File: src/sv/mee_pkg.sv
// ----------------------------------------------------------------------------
// Microwire EEPROM master package
// Shared widths, command codes, item and result types, and the frame
// pattern helpers used by the front and back parts of the master.
// ----------------------------------------------------------------------------
package mee_pkg;

  localparam int ADDRESS_BITS = 6;
  localparam int DATA_BITS    = 8;
  localparam int KIND_W       = 3;
  localparam int ADDR_IN_W    = 6;
  localparam int HEAD_BITS    = 2 + ADDRESS_BITS;
  localparam int FRAME_BITS   = 1 + HEAD_BITS + DATA_BITS;
  localparam int SLOT_W       = $clog2(FRAME_BITS + 1);

  // Slot counts of a frame: short frames carry start, opcode and address only.
  localparam logic [SLOT_W-1:0] LEN_SHORT  = SLOT_W'(1 + HEAD_BITS);
  localparam logic [SLOT_W-1:0] LEN_LONG   = SLOT_W'(FRAME_BITS);
  localparam logic [SLOT_W-1:0] DATA_START = SLOT_W'(1 + HEAD_BITS);

  // Item kinds; the command codes double as the running operation.
  localparam logic [KIND_W-1:0] KIND_TICK = 3'd0;

  typedef enum logic [KIND_W-1:0] {
    OP_IDLE    = 3'd0,
    OP_READ    = 3'd1,
    OP_WRITE   = 3'd2,
    OP_ENABLE  = 3'd3,
    OP_DISABLE = 3'd4
  } op_e;

  typedef enum logic [1:0] {
    FR_ENABLE  = 2'd0,
    FR_WRITE   = 2'd1,
    FR_DISABLE = 2'd2,
    FR_READ    = 2'd3
  } frame_e;

  localparam logic [1:0] WRITE_FRAMES = 2'd3;

  // Microwire opcodes.
  localparam logic [1:0] OPC_EXT   = 2'b00;
  localparam logic [1:0] OPC_WRITE = 2'b01;
  localparam logic [1:0] OPC_READ  = 2'b10;
  localparam logic [1:0] EWEN_ADDR = 2'b11;

  typedef struct packed {
    logic                    is_tick;
    op_e                     op;
    logic [ADDRESS_BITS-1:0] addr;
    logic [DATA_BITS-1:0]    data;
    logic                    dol;
  } item_t;

  typedef struct packed {
    logic                 chip_select;
    logic                 data_in_level;
    logic                 clock_pulse;
    logic                 busy_res;
    logic                 read_valid;
    logic [DATA_BITS-1:0] read_byte;
  } res_t;

  function automatic frame_e frame_kind(op_e op, logic [1:0] idx);
    frame_e fk;
    unique case (op)
      OP_READ:    fk = FR_READ;
      OP_ENABLE:  fk = FR_ENABLE;
      OP_DISABLE: fk = FR_DISABLE;
      OP_WRITE: begin
        if (idx == 2'd0) begin
          fk = FR_ENABLE;
        end else if (idx == 2'd1) begin
          fk = FR_WRITE;
        end else begin
          fk = FR_DISABLE;
        end
      end
      default:    fk = FR_DISABLE;
    endcase
    return fk;
  endfunction

  function automatic logic [SLOT_W-1:0] frame_len(frame_e fk);
    return ((fk == FR_WRITE) || (fk == FR_READ)) ? LEN_LONG : LEN_SHORT;
  endfunction

  // Frame bits left-aligned: the first slot's bit is the MSB.
  function automatic logic [FRAME_BITS-1:0] frame_bits(frame_e fk,
                                                        logic [ADDRESS_BITS-1:0] a,
                                                        logic [DATA_BITS-1:0] d);
    logic [FRAME_BITS-1:0] bits;
    unique case (fk)
      FR_ENABLE:  bits = {1'b1, OPC_EXT, EWEN_ADDR, {(ADDRESS_BITS-2){1'b0}},
                          {DATA_BITS{1'b0}}};
      FR_WRITE:   bits = {1'b1, OPC_WRITE, a, d};
      FR_READ:    bits = {1'b1, OPC_READ, a, {DATA_BITS{1'b0}}};
      default:    bits = {1'b1, {(FRAME_BITS-1){1'b0}}};
    endcase
    return bits;
  endfunction

endpackage

File: src/sv/mee_front.sv
// ----------------------------------------------------------------------------
// Microwire EEPROM master front end
// Accepts items, decodes the kind, drops unknown kinds and holds the rest
// in a two-entry queue for the sequencer.
// ----------------------------------------------------------------------------
module mee_front import mee_pkg::*; (
  input  logic                 clk_i,
  input  logic                 rst_ni,
  input  logic                 push,
  output logic                 full,
  input  logic [KIND_W-1:0]    kind_i,
  input  logic [ADDR_IN_W-1:0] address_i,
  input  logic [DATA_BITS-1:0] write_data_i,
  input  logic                 data_out_level_i,
  output item_t                item_o,
  output logic                 item_valid_o,
  input  logic                 item_pop_i
);

  localparam int DEPTH = 2;

  item_t       mem_q [DEPTH];
  logic        wr_ptr_q, wr_ptr_d;
  logic        rd_ptr_q, rd_ptr_d;
  logic [1:0]  cnt_q, cnt_d;
  logic        accept;
  logic        keep;
  logic        wr_en;
  item_t       item_in;

  assign full   = (cnt_q == 2'(DEPTH));
  assign accept = push && !full;

  always_comb begin
    item_in         = '0;
    item_in.addr    = ADDRESS_BITS'(address_i);
    item_in.data    = write_data_i;
    item_in.dol     = data_out_level_i;
    keep            = 1'b1;
    unique case (kind_i)
      KIND_TICK: item_in.is_tick = 1'b1;
      OP_READ, OP_WRITE, OP_ENABLE, OP_DISABLE: item_in.op = op_e'(kind_i);
      default:   keep = 1'b0;
    endcase
  end

  assign wr_en = accept && keep;

  always_comb begin
    wr_ptr_d = wr_ptr_q ^ wr_en;
    rd_ptr_d = rd_ptr_q ^ item_pop_i;
    cnt_d    = cnt_q + 2'(wr_en) - 2'(item_pop_i);
  end

  always_ff @(posedge clk_i or negedge rst_ni) begin
    if (!rst_ni) begin
      wr_ptr_q <= 1'b0;
      rd_ptr_q <= 1'b0;
      cnt_q    <= '0;
    end else begin
      wr_ptr_q <= wr_ptr_d;
      rd_ptr_q <= rd_ptr_d;
      cnt_q    <= cnt_d;
    end
  end

  always_ff @(posedge clk_i) begin
    if (wr_en) begin
      mem_q[wr_ptr_q] <= item_in;
    end
  end

  assign item_o       = mem_q[rd_ptr_q];
  assign item_valid_o = (cnt_q != 2'd0);

  a_cnt_bound: assert property (@(posedge clk_i) disable iff (!rst_ni)
    cnt_q <= 2'(DEPTH)) else $error("front queue count out of range");

  a_pop_nonempty: assert property (@(posedge clk_i) disable iff (!rst_ni)
    item_pop_i |-> item_valid_o) else $error("front queue popped while empty");

  a_ptr_count: assert property (@(posedge clk_i) disable iff (!rst_ni)
    (cnt_q == 2'd1) |-> (wr_ptr_q != rd_ptr_q))
    else $error("front queue pointers disagree with the count");

endmodule

File: src/sv/mee_back.sv
// ----------------------------------------------------------------------------
// Microwire EEPROM master sequencer
// Runs command sequences frame by frame, one bit slot per tick item, and
// places one result per tick into a two-entry result queue.
// ----------------------------------------------------------------------------
module mee_back import mee_pkg::*; (
  input  logic                 clk_i,
  input  logic                 rst_ni,
  input  item_t                item_i,
  input  logic                 item_valid_i,
  output logic                 item_pop_o,
  output logic                 empty,
  input  logic                 pop,
  output res_t                 res_o
);

  localparam int DEPTH = 2;

  op_e                     op_q, op_d;
  logic [1:0]              idx_q, idx_d;
  logic [SLOT_W-1:0]       slot_q, slot_d;
  logic [FRAME_BITS-1:0]   shift_q, shift_d;
  logic [DATA_BITS-1:0]    hold_q, hold_d;
  logic [ADDRESS_BITS-1:0] addr_q, addr_d;
  logic [DATA_BITS-1:0]    cap_q, cap_d;

  res_t        rmem_q [DEPTH];
  logic        rwr_q, rrd_q;
  logic [1:0]  rcnt_q;
  logic        res_full;
  logic        res_pop;
  logic        res_push;
  res_t        res_d;
  logic        take;
  frame_e      fk;
  logic [SLOT_W-1:0] len;
  logic [1:0]  next_idx;

  assign res_full   = (rcnt_q == 2'(DEPTH));
  assign take       = item_valid_i && !res_full;
  assign item_pop_o = take;

  always_ff @(posedge clk_i or negedge rst_ni) begin
    if (!rst_ni) begin
      op_q   <= OP_IDLE;
      idx_q  <= '0;
      slot_q <= '0;
    end else begin
      op_q   <= op_d;
      idx_q  <= idx_d;
      slot_q <= slot_d;
    end
  end

  always_ff @(posedge clk_i) begin
    shift_q <= shift_d;
    hold_q  <= hold_d;
    addr_q  <= addr_d;
    cap_q   <= cap_d;
  end

  always_comb begin
    op_d     = op_q;
    idx_d    = idx_q;
    slot_d   = slot_q;
    shift_d  = shift_q;
    hold_d   = hold_q;
    addr_d   = addr_q;
    cap_d    = cap_q;
    res_push = 1'b0;
    res_d    = '0;
    fk       = frame_kind(op_q, idx_q);
    len      = frame_len(fk);
    next_idx = idx_q + 2'd1;
    if (take) begin
      if (!item_i.is_tick) begin
        // A command only starts a sequence from idle; otherwise it is dropped.
        if (op_q == OP_IDLE) begin
          op_d    = item_i.op;
          idx_d   = '0;
          slot_d  = '0;
          addr_d  = item_i.addr;
          hold_d  = item_i.data;
          cap_d   = '0;
          shift_d = frame_bits(frame_kind(item_i.op, 2'd0), item_i.addr, item_i.data);
        end
      end else begin
        res_push = 1'b1;
        if (op_q != OP_IDLE) begin
          res_d.busy_res = 1'b1;
          if (slot_q < len) begin
            res_d.chip_select   = 1'b1;
            res_d.data_in_level = shift_q[FRAME_BITS-1];
            res_d.clock_pulse   = 1'b1;
            shift_d             = shift_q << 1;
            if ((fk == FR_READ) && (slot_q >= DATA_START)) begin
              cap_d = {cap_q[DATA_BITS-2:0], item_i.dol};
            end
            slot_d = slot_q + SLOT_W'(1);
          end else begin
            // Closing slot: chip select low, then the next frame or idle.
            if (fk == FR_READ) begin
              res_d.read_valid = 1'b1;
              res_d.read_byte  = cap_q;
            end
            if ((op_q == OP_WRITE) && (next_idx < WRITE_FRAMES)) begin
              idx_d   = next_idx;
              slot_d  = '0;
              shift_d = frame_bits(frame_kind(op_q, next_idx), addr_q, hold_q);
            end else begin
              op_d   = OP_IDLE;
              idx_d  = '0;
              slot_d = '0;
            end
          end
        end
      end
    end
  end

  // Result queue.
  assign res_pop = pop && !empty;
  assign empty   = (rcnt_q == 2'd0);
  assign res_o   = rmem_q[rrd_q];

  always_ff @(posedge clk_i or negedge rst_ni) begin
    if (!rst_ni) begin
      rwr_q  <= 1'b0;
      rrd_q  <= 1'b0;
      rcnt_q <= '0;
    end else begin
      rwr_q  <= rwr_q ^ res_push;
      rrd_q  <= rrd_q ^ res_pop;
      rcnt_q <= rcnt_q + 2'(res_push) - 2'(res_pop);
    end
  end

  always_ff @(posedge clk_i) begin
    if (res_push) begin
      rmem_q[rwr_q] <= res_d;
    end
  end

  a_read_busy: assert property (@(posedge clk_i) disable iff (!rst_ni)
    (res_push && res_d.read_valid) |-> (res_d.busy_res && !res_d.chip_select))
    else $error("read result outside a running read");

  a_slot_bound: assert property (@(posedge clk_i) disable iff (!rst_ni)
    (op_q != OP_IDLE) |-> (slot_q <= LEN_LONG))
    else $error("slot counter ran past the frame");

  a_idle_clear: assert property (@(posedge clk_i) disable iff (!rst_ni)
    (op_q == OP_IDLE) |-> ((slot_q == '0) && (idx_q == 2'd0)))
    else $error("sequencer counters not cleared while idle");

  a_cs_clock: assert property (@(posedge clk_i) disable iff (!rst_ni)
    (res_push && res_d.chip_select) |-> (res_d.clock_pulse && res_d.busy_res))
    else $error("chip select without a clock pulse");

endmodule

File: src/sv/microwire_eeprom_master.sv
// ----------------------------------------------------------------------------
// Microwire EEPROM master
// Drives a 64x8 serial EEPROM: command items start read, write, enable or
// disable sequences and each tick item reports one serial bit slot.
// ----------------------------------------------------------------------------
//  Channel   Handshake        Payload
//  input     push / full      kind_i, address_i, write_data_i, data_out_level_i
//  result    empty / pop      chip_select_o, data_in_level_o, clock_pulse_o,
//                             busy_res_o, read_valid_o, read_byte_o
//
// One item is accepted per cycle while full is low; a tick's result reaches the
// result ports through the front queue and then the result queue.
// Commands produce no result; unknown kinds are dropped at the front.
// Reset empties both queues and leaves the sequencer idle.
// full rises only after the result queue has filled while pop was low and two
// items wait in the front queue.
// ----------------------------------------------------------------------------
module microwire_eeprom_master import mee_pkg::*; (
  input  logic                 clk_i,
  input  logic                 rst_ni,
  input  logic                 push,
  output logic                 full,
  input  logic [KIND_W-1:0]    kind_i,
  input  logic [ADDR_IN_W-1:0] address_i,
  input  logic [DATA_BITS-1:0] write_data_i,
  input  logic                 data_out_level_i,
  output logic                 empty,
  input  logic                 pop,
  output logic                 chip_select_o,
  output logic                 data_in_level_o,
  output logic                 clock_pulse_o,
  output logic                 busy_res_o,
  output logic                 read_valid_o,
  output logic [DATA_BITS-1:0] read_byte_o
);

  item_t item;
  logic  item_valid;
  logic  item_pop;
  res_t  res;

  mee_front u_front (
    .clk_i            (clk_i),
    .rst_ni           (rst_ni),
    .push             (push),
    .full             (full),
    .kind_i           (kind_i),
    .address_i        (address_i),
    .write_data_i     (write_data_i),
    .data_out_level_i (data_out_level_i),
    .item_o           (item),
    .item_valid_o     (item_valid),
    .item_pop_i       (item_pop)
  );

  mee_back u_back (
    .clk_i        (clk_i),
    .rst_ni       (rst_ni),
    .item_i       (item),
    .item_valid_i (item_valid),
    .item_pop_o   (item_pop),
    .empty        (empty),
    .pop          (pop),
    .res_o        (res)
  );

  assign chip_select_o   = res.chip_select;
  assign data_in_level_o = res.data_in_level;
  assign clock_pulse_o   = res.clock_pulse;
  assign busy_res_o      = res.busy_res;
  assign read_valid_o    = res.read_valid;
  assign read_byte_o     = res.read_byte;

endmodule
File: config.mk
export PLATFORM = sky130hd
export DESIGN_NAME = microwire_eeprom_master
export DESIGN_NICKNAME = d
export VERILOG_FILES = /design/src/sv/mee_pkg.sv /design/src/sv/mee_front.sv /design/src/sv/mee_back.sv /design/src/sv/microwire_eeprom_master.sv
export SDC_FILE = /design/constraint.sdc
export NUM_CORES = 1
export LEC_CHECK = 0
export BUFFER_PORTS_ARGS = -buffer_cell sky130_fd_sc_hd__buf_2
export CAP_MARGIN = 20
export CORE_ASPECT_RATIO = 0.75
export CORE_MARGIN = 1.5
export CORE_UTILIZATION = 45
export DETAILED_ROUTE_END_ITERATION = 8
export MAX_ROUTING_LAYER = met4
export PLACE_DENSITY = 0.7
export SYNTH_ARGS = -nofsm -noshare
export SYNTH_HDL_FRONTEND = slang
export SYNTH_HIERARCHICAL = 1
export SYNTH_SLANG_ARGS = --single-unit
File: constraint.sdc
create_clock -name clk_i -period 4.67 [get_ports clk_i]
set_input_delay 0.2335 -clock clk_i [delete_from_list [all_inputs] [get_ports clk_i]]
set_output_delay 0.2335 -clock clk_i [all_outputs]
set_load 0.01 [all_outputs]
; ---- After elaboration in Yosys (flattened, before gate mapping)
; Memory sizes are Yosys's and may differ from the RTL's.
; Index checks and enable logic that the tools add are counted.
[word_totals]
reg_bits = 57
mem_bits_rw = 64
out_inout_bits = 15
word_cells = 141
n_memories = 2
[classes]
n_addsub = 6
order_cmp = 3
eq_ne = 26
n_mux = 57
n_bitwise = 5
reduce_logical = 29
[memory_table]
columns = name, depth, word_bits, read_ports, rd_ports_with_merged_regs, wr, line_no
row1 = u_front.mem_q, 2, 19, 1, 0, 1, mee_front.sv:22  ; item_t mem_q [DEPTH];
row2 = u_back.rmem_q, 2, 13, 1, 0, 1, mee_back.sv:27  ; res_t rmem_q [DEPTH];
[ops]
columns = cell, n
row1 = $pmux W16 S3, 2
row2 = $mux W17, 5
row3 = $mux W8, 5
row4 = $mux W13, 3
row5 = $mux W2, 17
row6 = $mux W5, 5
row7 = $mux W3, 7
row8 = $eq A3 B2 Y1 const B, 6
row9 = $mux W9, 2
row10 = $pmux W2 S3, 2
row11 = $eq A2 B1 Y1 const B, 5
row12 = $eq A2 B2 Y1 const B, 5
row13 = $logic_not A2 Y1, 5
row14 = $ne A2 B2 Y1 const B, 5
row15 = $reduce_and A5 Y1, 2
row16 = $eq A3 B1 Y1 const B, 3
row17 = $mux W1, 8
row18 = $reduce_and A4 Y1, 2
row19 = $logic_and A1 B1 Y1, 6
row20 = $logic_not A3 Y1, 2
row21 = $reduce_and A3 Y1, 2
row22 = $add A5 B1 Y5 const B, 1
row23 = $ge A5 B4 Y1 const B, 1
row24 = $lt A5 B5 Y1, 1
row25 = other kinds (16), 24

; ---- Depth between registers and ports, before layout
; Gate-level depths: netlist of run 1.
[logic_depth]
ltp_word = 18
depth_mapped = 11

; ---- Modules after synthesis
; Netlist of run 1, hierarchy kept.
[modules_own_cells]
columns = mod, n_inst, cells_each, area_per_inst_um2
row1 = mee_back, 1, 245, 3508.4
row2 = mee_front, 1, 83, 1694.1

; ---- Least setup slack after synthesis of run 1
; No wires, ideal clock.
[synth_path]
path_kind = register to register
startpoint = register u_back.idx_q[1]
endpoint = register u_back.shift_q[0] (enable)
setup_time_ns = 0.435
arrival_time_ns = 3.394
required_time_ns = 4.235
setup_slack_ns = 0.841
path_stages_with_launch = 11
path_cell_list = dfrtp_1 > inv_1 > ha_1 > nand3b_1 > a21oi_1 > inv_1 > ha_1 > a21o_1 > o21ai_1 > a21oi_1 > nor4_1
[synth_between]
elab_chain_len = 10
word_cells_on_any_way = 15
cone_classes = add/sub: 1 / order compare: 2 / eq/ne: 4 / mux: 4 / reduce/logical: 4
[synth_rtl]
columns = item, line_no
row1 = "start, declared", mee_back.sv:20  ; logic [1:0] idx_q, idx_d;
row2 = "start signal, assigned", mee_back.sv:50  ; idx_q <= idx_d;
row3 = $eq A2 B1 Y1, mee_pkg.sv:73  ; end else if (idx == 2'd1) begin
row4 = $mux W2, mee_pkg.sv:73
row5 = $mux W2, mee_pkg.sv:71  ; if (idx == 2'd0) begin
row6 = $pmux W2 S3, mee_pkg.sv:66  ; unique case (op)
row7 = $eq A2 B1 Y1 / $eq A2 B2 Y1 (equally long branches), mee_pkg.sv:85  ; return ((fk == FR_WRITE) || (fk == FR_READ)) ? LEN_LONG : LEN_SHORT;
row8 = $logic_or A1 B1 Y1, mee_pkg.sv:85
row9 = $mux W5, mee_pkg.sv:85
row10 = $lt A5 B5 Y1, mee_back.sv:91  ; if (slot_q < len) begin
row11 = $ne A3 B3 Y1 (no line) *, n/a
row12 = $reduce_and A4 Y1 (no line) *, n/a
row13 = "end signal, assigned", mee_back.sv:56  ; shift_q <= shift_d;
row14 = "end, declared", mee_back.sv:22  ; logic [FRAME_BITS-1:0] shift_q, shift_d;
; Mark *: on every way between the ends. The rest lies on a longest branch, timed or not.
; A chain may end at the register's enable or synchronous reset.

; ---- Final worst setup path of run 1
[layout_path]
startpoint = register u_back.idx_q[1]
endpoint = register u_back.cap_q[3] (enable)
[layout_between]
elab_chain_len = 10
word_cells_on_any_way = 14
cone_classes = order compare: 1 / eq/ne: 5 / mux: 4 / reduce/logical: 4
[layout_rtl]
columns = item, line_no
row1 = $eq A2 B1 Y1, mee_pkg.sv:73
row2 = $mux W2, mee_pkg.sv:73
row3 = $mux W2 *, mee_pkg.sv:71
row4 = $pmux W2 S3 *, mee_pkg.sv:66
row5 = $eq A2 B1 Y1 / $eq A2 B2 Y1 (equally long branches), "mee_pkg.sv:85, mee_back.sv:96"
row6 = $logic_or A1 B1 Y1, mee_pkg.sv:85
row7 = $mux W5, mee_pkg.sv:85
row8 = $lt A5 B5 Y1, mee_back.sv:91
row9 = $ne A2 B2 Y1 (no line), n/a
row10 = $reduce_and A5 Y1 (no line) *, n/a
row11 = "end signal, assigned", mee_back.sv:59  ; cap_q <= cap_d;
row12 = "end, declared", mee_back.sv:25  ; logic [DATA_BITS-1:0] cap_q, cap_d;
; Marked as above.

==> results of run 1 <==
==> metal layers <==
metal | GRT usage | up-vias
met5 | - | -
met1 | 0.199 | 1401
met3 | 0.0539 | 6
li1 | - | 1365
met4 | 0.0625 | 0
met2 | 0.248 | 75
==> layout make-up <==
type | count | area [sq um]
clock inverters | 14 | 170
well taps | 140 | 175
clock buffers | 17 | 425
repair buffers | 48 | 297
inverters | 16 | 60.1
flip-flops and latches | 119 | 3480
multi-input cells | 184 | 1610
fillers | 841 | 4890
==> worst min path at each step <==
stage,slack (ns),end
4_1_cts,0.0001,u_front/mem_q[0][8]$_DFFE_PP_
3_5_place_dp,0.20,u_front/wr_ptr_q$_DFF_PN0_
2_1_floorplan,-0.06,u_back/idx_q[0]$_DFFE_PN0P_
5_1_grt,0.0002,u_front/mem_q[0][8]$_DFFE_PP_
6_report,0.01,u_front/mem_q[1][4]$_DFFE_PP_
3_3_place_gp,0.20,u_front/wr_ptr_q$_DFF_PN0_
==> power by group through the flow <==
stage	combinational, mW	sequential (mW)	clock (mW)
detailed placement	1.31	1.80	0
floorplan	1.02	1.73	0
finish	1.31	1.78	1.31
CTS	1.32	1.78	1.34
global route	1.43	1.82	1.39
global placement	1.25	1.79	0
==> layout by cell type (no fill, tap or decap), types with 2 or more instances in the layout <==
cell	Yosys	layout
and2_1	20	20
nand3_1	8	8
ha_1	20	20
or3_1	3	3
inv_1	16	16
nor3_2	1	2
a22o_1	12	12
xnor2_1	4	4
nor4_2	1	2
a21o_1	8	8
a21oi_1	6	6
nor3b_1	2	2
clkbuf_16	0	17
inv_6	0	5
dlygate4sd3_1	0	9
buf_4	1	2
buf_2	3	36
a311o_1	2	2
and3_1	3	3
edfxtp_1	101	101
nand2b_1	6	6
o21ai_0	10	10
mux2_2	15	15
nand2_1	6	6
clkinv_2	0	4
and4_1	2	2
nor3_1	4	3
bufinv_16	0	3
or4_1	2	2
nor2b_1	5	5
nor2_1	6	6
xor2_1	2	2
or2_2	2	2
a211oi_1	3	3
dfrtp_1	18	18
mux2_4	19	19
==> state kept, by name (all words and copies together), names as in the netlist <==
register / cells
u_front/mem_q: 38
u_back/rmem_q: 24
u_back/shift_q: 17
u_back/cap_q: 8
u_back/hold_q: 8
u_back/addr_q: 6
u_back/slot_q: 5
u_back/op_q: 3
u_back/idx_q: 2
u_back/rcnt_q: 2
u_front/cnt_q: 2
u_back/rrd_q: 1
u_back/rwr_q: 1
u_front/rd_ptr_q: 1
u_front/wr_ptr_q: 1
==> Yosys cell counts (4+ instances only) <==
cell / n
edfxtp_1: 101
and2_1: 20
ha_1: 20
mux2_4: 19
dfrtp_1: 18
inv_1: 16
mux2_2: 15
a22o_1: 12
o21ai_0: 10
a21o_1: 8
nand3_1: 8
a21oi_1: 6
nand2_1: 6
nand2b_1: 6
nor2_1: 6
nor2b_1: 5
nor3_1: 4
xnor2_1: 4
==> logic make-up (layout without fill, tap and decap cells) <==
kind of cell / after synthesis / in the layout / share of synthesized area
flops: 119 / 119 / 0.670
compound gates: 47 / 47 / 0.0673
simple gates: 77 / 77 / 0.0938
buf+inv: 25 / 95 / 0.0238
xor+xnor: 6 / 6 / 0.0101
fa+ha+maj: 20 / 20 / 0.0481
mux: 34 / 34 / 0.0873
==> repair_timing <==
action,in CTS,in global routing
hold endpoints to repair,34,0
hold buffers,9,0
endpoints found under the setup margin,0,0
==> per-stage QoR <==
step,cell area [sq um],power (mW),std cells
2_1_floorplan,5200,2.75,328
3_3_place_gp,5520,3.04,497
3_5_place_dp,5530,3.11,498
4_1_cts,6220,4.44,538
5_1_grt,6220,4.64,538
6_report,6220,4.40,538
==> reports/metrics.yaml, run 1 <==
floorplan:
  rows: 33
  core_area_sq_um: 11100
  ios: 37
  die_w_microns: 127
  fp.dieH_microns: 96.1
  floorplan.initialDensity: 0.468
  dieArea_sq_um: 12200
min_path:
  min-delay-start: "write_data_i[3]"
  hold_depth: 1
  hp-class: "in2reg"
finish:
  antennaDiodeCount: 0
  nNetsFinal: 428
  final_util: 0.560
  area_growth_pct: 19.5
  drive_above_1_share: 0.286
setup_path:
  r2r-end: "u_back/cap_q[3]$_SDFFCE_PN0P_"
  worstPathArrival_ns: 3.16
  max_stage_delay_ns: 0.62
  startpoint_type: "flip-flop"
  startpoint: "u_back/idx_q[1]$_DFFE_PN0P_"
  reg2reg_slack_ns: 1.54
  cp.depth: 9
  crit_fanout: 8
  cpLargestDelayFamily: "compound AO/OA/AOI/OAI gates"
  rr_startpoint: "u_back/idx_q[1]$_DFFE_PN0P_"
  path_buf_inv: 2
  crit_end: "u_back/cap_q[3]$_SDFFCE_PN0P_"
  critPathKind: "reg2reg"
  r2r_cells: 9
  path_cells: "inv_1, ha_1, nand3b_1, a21oi_1, inv_1, ha_1, a21o_1, or4_1, a21oi_1"
  cp.required_ns: 4.70
  endpoint_kind: "flip-flop"
  crit_path_top_delay_cell: "a21oi_1"
clocking:
  clock-sinks: 119
  clock_path_buffers: 2
  htree_levels: 4
  cts_setup_buffers: 0
  insertion_delay_ns: 0.41
  numCtsBuffers: 17
  cts.repair.resized: 0
  tritoncts: "built"
  clock-root-buffer: "clkbuf_16"
  clkSlewWorstSetupHoldPaths_ns: 0.06
sta:
  maxSlewHeadroom: 0.330
  post-route-min-period_ns: 3.13
  fmax_mhz: 319
  setup_tns_ns: 0
  whs_ns: 0.0117
  fin_skew_ns: 0.0107
  period_share: 0.671
  final_max_slew_viol_count: 0
  rsz0062_at_grt: "false"
  hold_viol_final: 0
  worst_slew_pin_slew_ns: 0.997
  fin_ws_ns: 1.54
  finalSetupViolCount: 0
run_status:
  outcome: "completed"
global_route:
  grt_remaining_overflow: 0
  grt_pass1_wl_microns: 14100
  grt_max_degree: 23
  grt_pass1_vias: 2854
  grt.total_usage: 0.161
  antenna_found_initial: 0
logic_synthesis:
  synth_seq_area_share: 0.670
  synthArstFlopShare: 0.151
  synth-edff-count: 101
  yosys_warnings: 6
  syn_area_sq_um: 5200
  synth.avg_cell_area_sq_um: 15.9
  yosysTopAreaCell: "edfxtp_1"
  syn_nets: 370
  synth_cell_types: 45
  yosys_register_bits: 119
  synth_top_area_frac: 0.583
  synthCells: 328
  synth_ff_type: "edfxtp_1"
  synth_area_leaders: "edfxtp_1 58%, dfrtp_1 8.7%, mux2_4 5.5%"
detailed_routing:
  drc: 0
  wl_met1_microns: 4170
  wl_per_cell_microns: 16.1
  num_vias: 2847
  routed-wl-met2_microns: 4030
  dr_wl_met3_microns: 423
  via_per_inst: 5.29
  drt_first_pass_iters: 4
  totalWireLength_microns: 8680
  drt_iter0_drc: 187
  top_layer_used: "met4"
  ant_nets: 0
placed_design:
  gp_congestion: 0.790
  portBuffers: 36
  dp_hpwl_microns: 5720
  dp_slack_ns: 1.57
power_and_ir_drop:
  vdd_ir_drop_max_mv: 0.282
  swShare: 0.313
  seqPwrFrac: 0.405
  intPower_mw: 3.03
  p_comb_frac: 0.297
  p_sw_mw: 1.38
  p_leak_nw: 2.46
  power_density_nw_per_um2: 708
  p_clk_frac: 0.299
run:
  maxCapViolations: 0
Note: power is estimated with default switching activity, not from simulation.
==> run 2, diff against run 1 <==
==> constraint.sdc (replaced) <==
create_clock -name clk_i -period 3.1 [get_ports clk_i]
set_input_delay 0.155 -clock clk_i [delete_from_list [all_inputs] [get_ports clk_i]]
set_output_delay 0.155 -clock clk_i [all_outputs]
set_load 0.01 [all_outputs]
==> run 2 against run 1 <==
Effect of this change: sequential share of layout area decreased by 0.66 points; non-clock buffer count is 10 higher; utilization up 0.66 points; routed wire length shrank 0.92%; die area unchanged; worst setup slack got worse by 1.2 ns; register-to-register slack lost 1.2 ns; largest cell class unchanged.
==> reports/metrics.yaml, run 2 (same netlist as run 1, synthesis figures left out) <==
run:
  maxCapViolations: 0  # unchanged
power_and_ir_drop:
  swShare: 0.321  # +0.00788
  p_comb_frac: 0.305  # +0.008
  seqPwrFrac: 0.410  # +0.005
  p_clk_frac: 0.285  # -0.014
  vdd_ir_drop_max_mv: 0.560  # +99%
  p_sw_mw: 2.10  # +52%
  power_density_nw_per_um2: 1040  # +47%
  intPower_mw: 4.45  # +47%
  power_mw: 6.55  # +49%
  p_leak_nw: 2.48  # +0.85%
detailed_routing:
  drt_iter0_drc: 206  # +10%
  num_vias: 2840  # -0.25%
  via_per_inst: 5.17  # -2.2%
  totalWireLength_microns: 8600  # -0.92%
  drt_first_pass_iters: 4  # unchanged
  wl_per_cell_microns: 15.7  # -2.9%
  ant_nets: 0  # unchanged
  drc: 0  # unchanged
sta:
  worst_slew_pin_slew_ns: 0.906  # -0.0919 ns
  post-route-min-period_ns: 2.79  # -0.339 ns
  period_share: 0.901  # +0.230
  whs_ns: 0.0755  # +0.0638 ns
  fmax_mhz: 358  # +12%
  setup_tns_ns: 0  # unchanged
  maxSlewHeadroom: 0.396  # +0.0668
  final_max_slew_viol_count: 0  # unchanged
  fin_skew_ns: 0.00798  # -0.00274 ns
  fin_ws_ns: 0.307  # -1.23 ns
  hold_viol_final: 0  # unchanged
  rsz0062_at_grt: "false"
  finalSetupViolCount: 0  # unchanged
setup_path:
  path_cells: "inv_1, ha_1, nand3b_1, a21oi_1, inv_1, ha_1, a21o_1, o21ai_1, nor4_2, a22o_1"
  startpoint_type: "flip-flop"
  reg2reg_slack_ns: 0.31  # -1.23 ns
  worstPathArrival_ns: 3.07  # -0.09 ns
  crit_path_top_delay_cell: "nor4_2"
  cp.required_ns: 3.37  # -1.33 ns
  max_stage_delay_ns: 0.71  # +0.09 ns
  startpoint: "u_back/idx_q[1]$_DFFE_PN0P_"
  crit_fanout: 9  # +1
  rr_startpoint: "u_back/idx_q[1]$_DFFE_PN0P_"
  critPathKind: "reg2reg"
  endpoint_kind: "flip-flop"
floorplan:
  fp.dieH_microns: 96.1  # unchanged
  core_area_sq_um: 11100  # unchanged
  floorplan.initialDensity: 0.468  # unchanged
  dieArea_sq_um: 12200  # unchanged
  rows: 33  # unchanged
  die_w_microns: 127  # unchanged
  ios: 37  # unchanged
global_route:
  grt.total_usage: 0.160  # -0.000462
  grt_remaining_overflow: 0  # unchanged
  grt_max_degree: 23  # unchanged
  grt_pass1_vias: 2767  # -3.0%
  grt_pass1_wl_microns: 13900  # -0.89%
  antenna_found_initial: 0  # unchanged
finish:
  final_util: 0.566  # +0.00665
  final_cell_mix: "101 x edfxtp_1, 36 x buf_2, 20 x and2_1, 20 x ha_1, 19 x mux2_4"
  fin_cells: 549  # +2.0%
  mostFrequentLayoutCell: "edfxtp_1"
  area_growth_pct: 20.9
  postLayoutCellArea_sq_um: 6290  # +1.2%
  drive_above_1_share: 0.286  # -0.000369
  antennaDiodeCount: 0  # unchanged
  top_regs: "u_front/mem_q: 38 flops, u_back/rmem_q: 24 flops, u_back/shift_q: 17 flops"
  regMostFlops: "u_front/mem_q"
  nNetsFinal: 438  # +2.3%
  largest_reg_flops: 38  # unchanged
clocking:
  clock_path_buffers: 2  # unchanged
  clock-sinks: 119  # unchanged
  clock-root-buffer: "clkbuf_16"
  numCtsBuffers: 17  # unchanged
  htree_levels: 4  # unchanged
  cts_setup_buffers: 0  # unchanged
  insertion_delay_ns: 0.41  # about the same
  cts.repair.resized: 0  # unchanged
  tritoncts: "built"
  clkSlewWorstSetupHoldPaths_ns: 0.06  # about the same
run_status:
  outcome: "completed"
placed_design:
  dp_slack_ns: 0.316  # -1.25 ns
  gp_congestion: 0.851  # +7.8%
  placed_area_sq_um: 5560  # +0.50%
  portBuffers: 36  # unchanged
  place_inst: 501  # +0.60%
  dp_hpwl_microns: 5600  # -2.1%
min_path:
  hp-class: "in2reg"
  min-delay-start: "kind_i[1]"
## run 2: worst paths after layout
| path | end | depth (start not counted) |
|---|---|---|
| min in group asynchronous | u_back/slot_q[2]$_DFFE_PN0P_ | 2 |
| worst min register to register | u_front/cnt_q[1]$_DFF_PN0_ | 1 |
| worst min-delay path | u_front/mem_q[1][17]$_DFFE_PP_ | 2 |
| worst max-delay path | u_back/shift_q[1]$_DFFE_PP_ | 10 |
| max in group asynchronous | u_front/rd_ptr_q$_DFF_PN0_ | 2 |
| worst max register to register | u_back/shift_q[1]$_DFFE_PP_ | 10 |
## run 2: power by group through the flow
stage | sequential (mW) | combinational, mW | clock (mW)
floorplan | 2.60 | 1.56 | 0
global placement | 2.70 | 1.92 | 0
detailed placement | 2.71 | 1.98 | 0
CTS | 2.69 | 2.02 | 1.90
global route | 2.75 | 2.21 | 1.97
finish | 2.69 | 1.99 | 1.87
## run 2: timing repair
item / 4_1_cts / 5_1_grt
hold buffers: 16 / 0
setup endpoints to repair: 0 / 0
hold endpoints to repair: 48 / 0
## run 2: critical path: cells and delay by family (launching register included)
family | cells | cell delay, ns
adders and majority gates | 2 | 0.46
DFF | 1 | 0.39
buffers and inverters | 2 | 0.19
AOI/OAI and AO/OA | 4 | 0.82
and+or+nand+nor | 2 | 0.80
## run 2: metal layers
layer | wire length [microns] | part of all wire | global-route usage | vias up
met1 | 4300 | 0.50 | 0.211 | 1396
li1 | - | - | - | 1382
met5 | 0 | 0 | - | -
met3 | 273 | 0.032 | 0.0517 | 10
met2 | 3920 | 0.46 | 0.230 | 52
met4 | 116 | 0.013 | 0.0691 | 0
## run 2: area by class of cell
type	count	area [sq um]
Sequential cell	119	3480
Multi-Input combinational cell	184	1620
Clock buffer	18	429
Inverter	16	60.1
Clock inverter	14	143
Tap cell	140	175
Fill cell	839	4820
Timing Repair Buffer	58	385
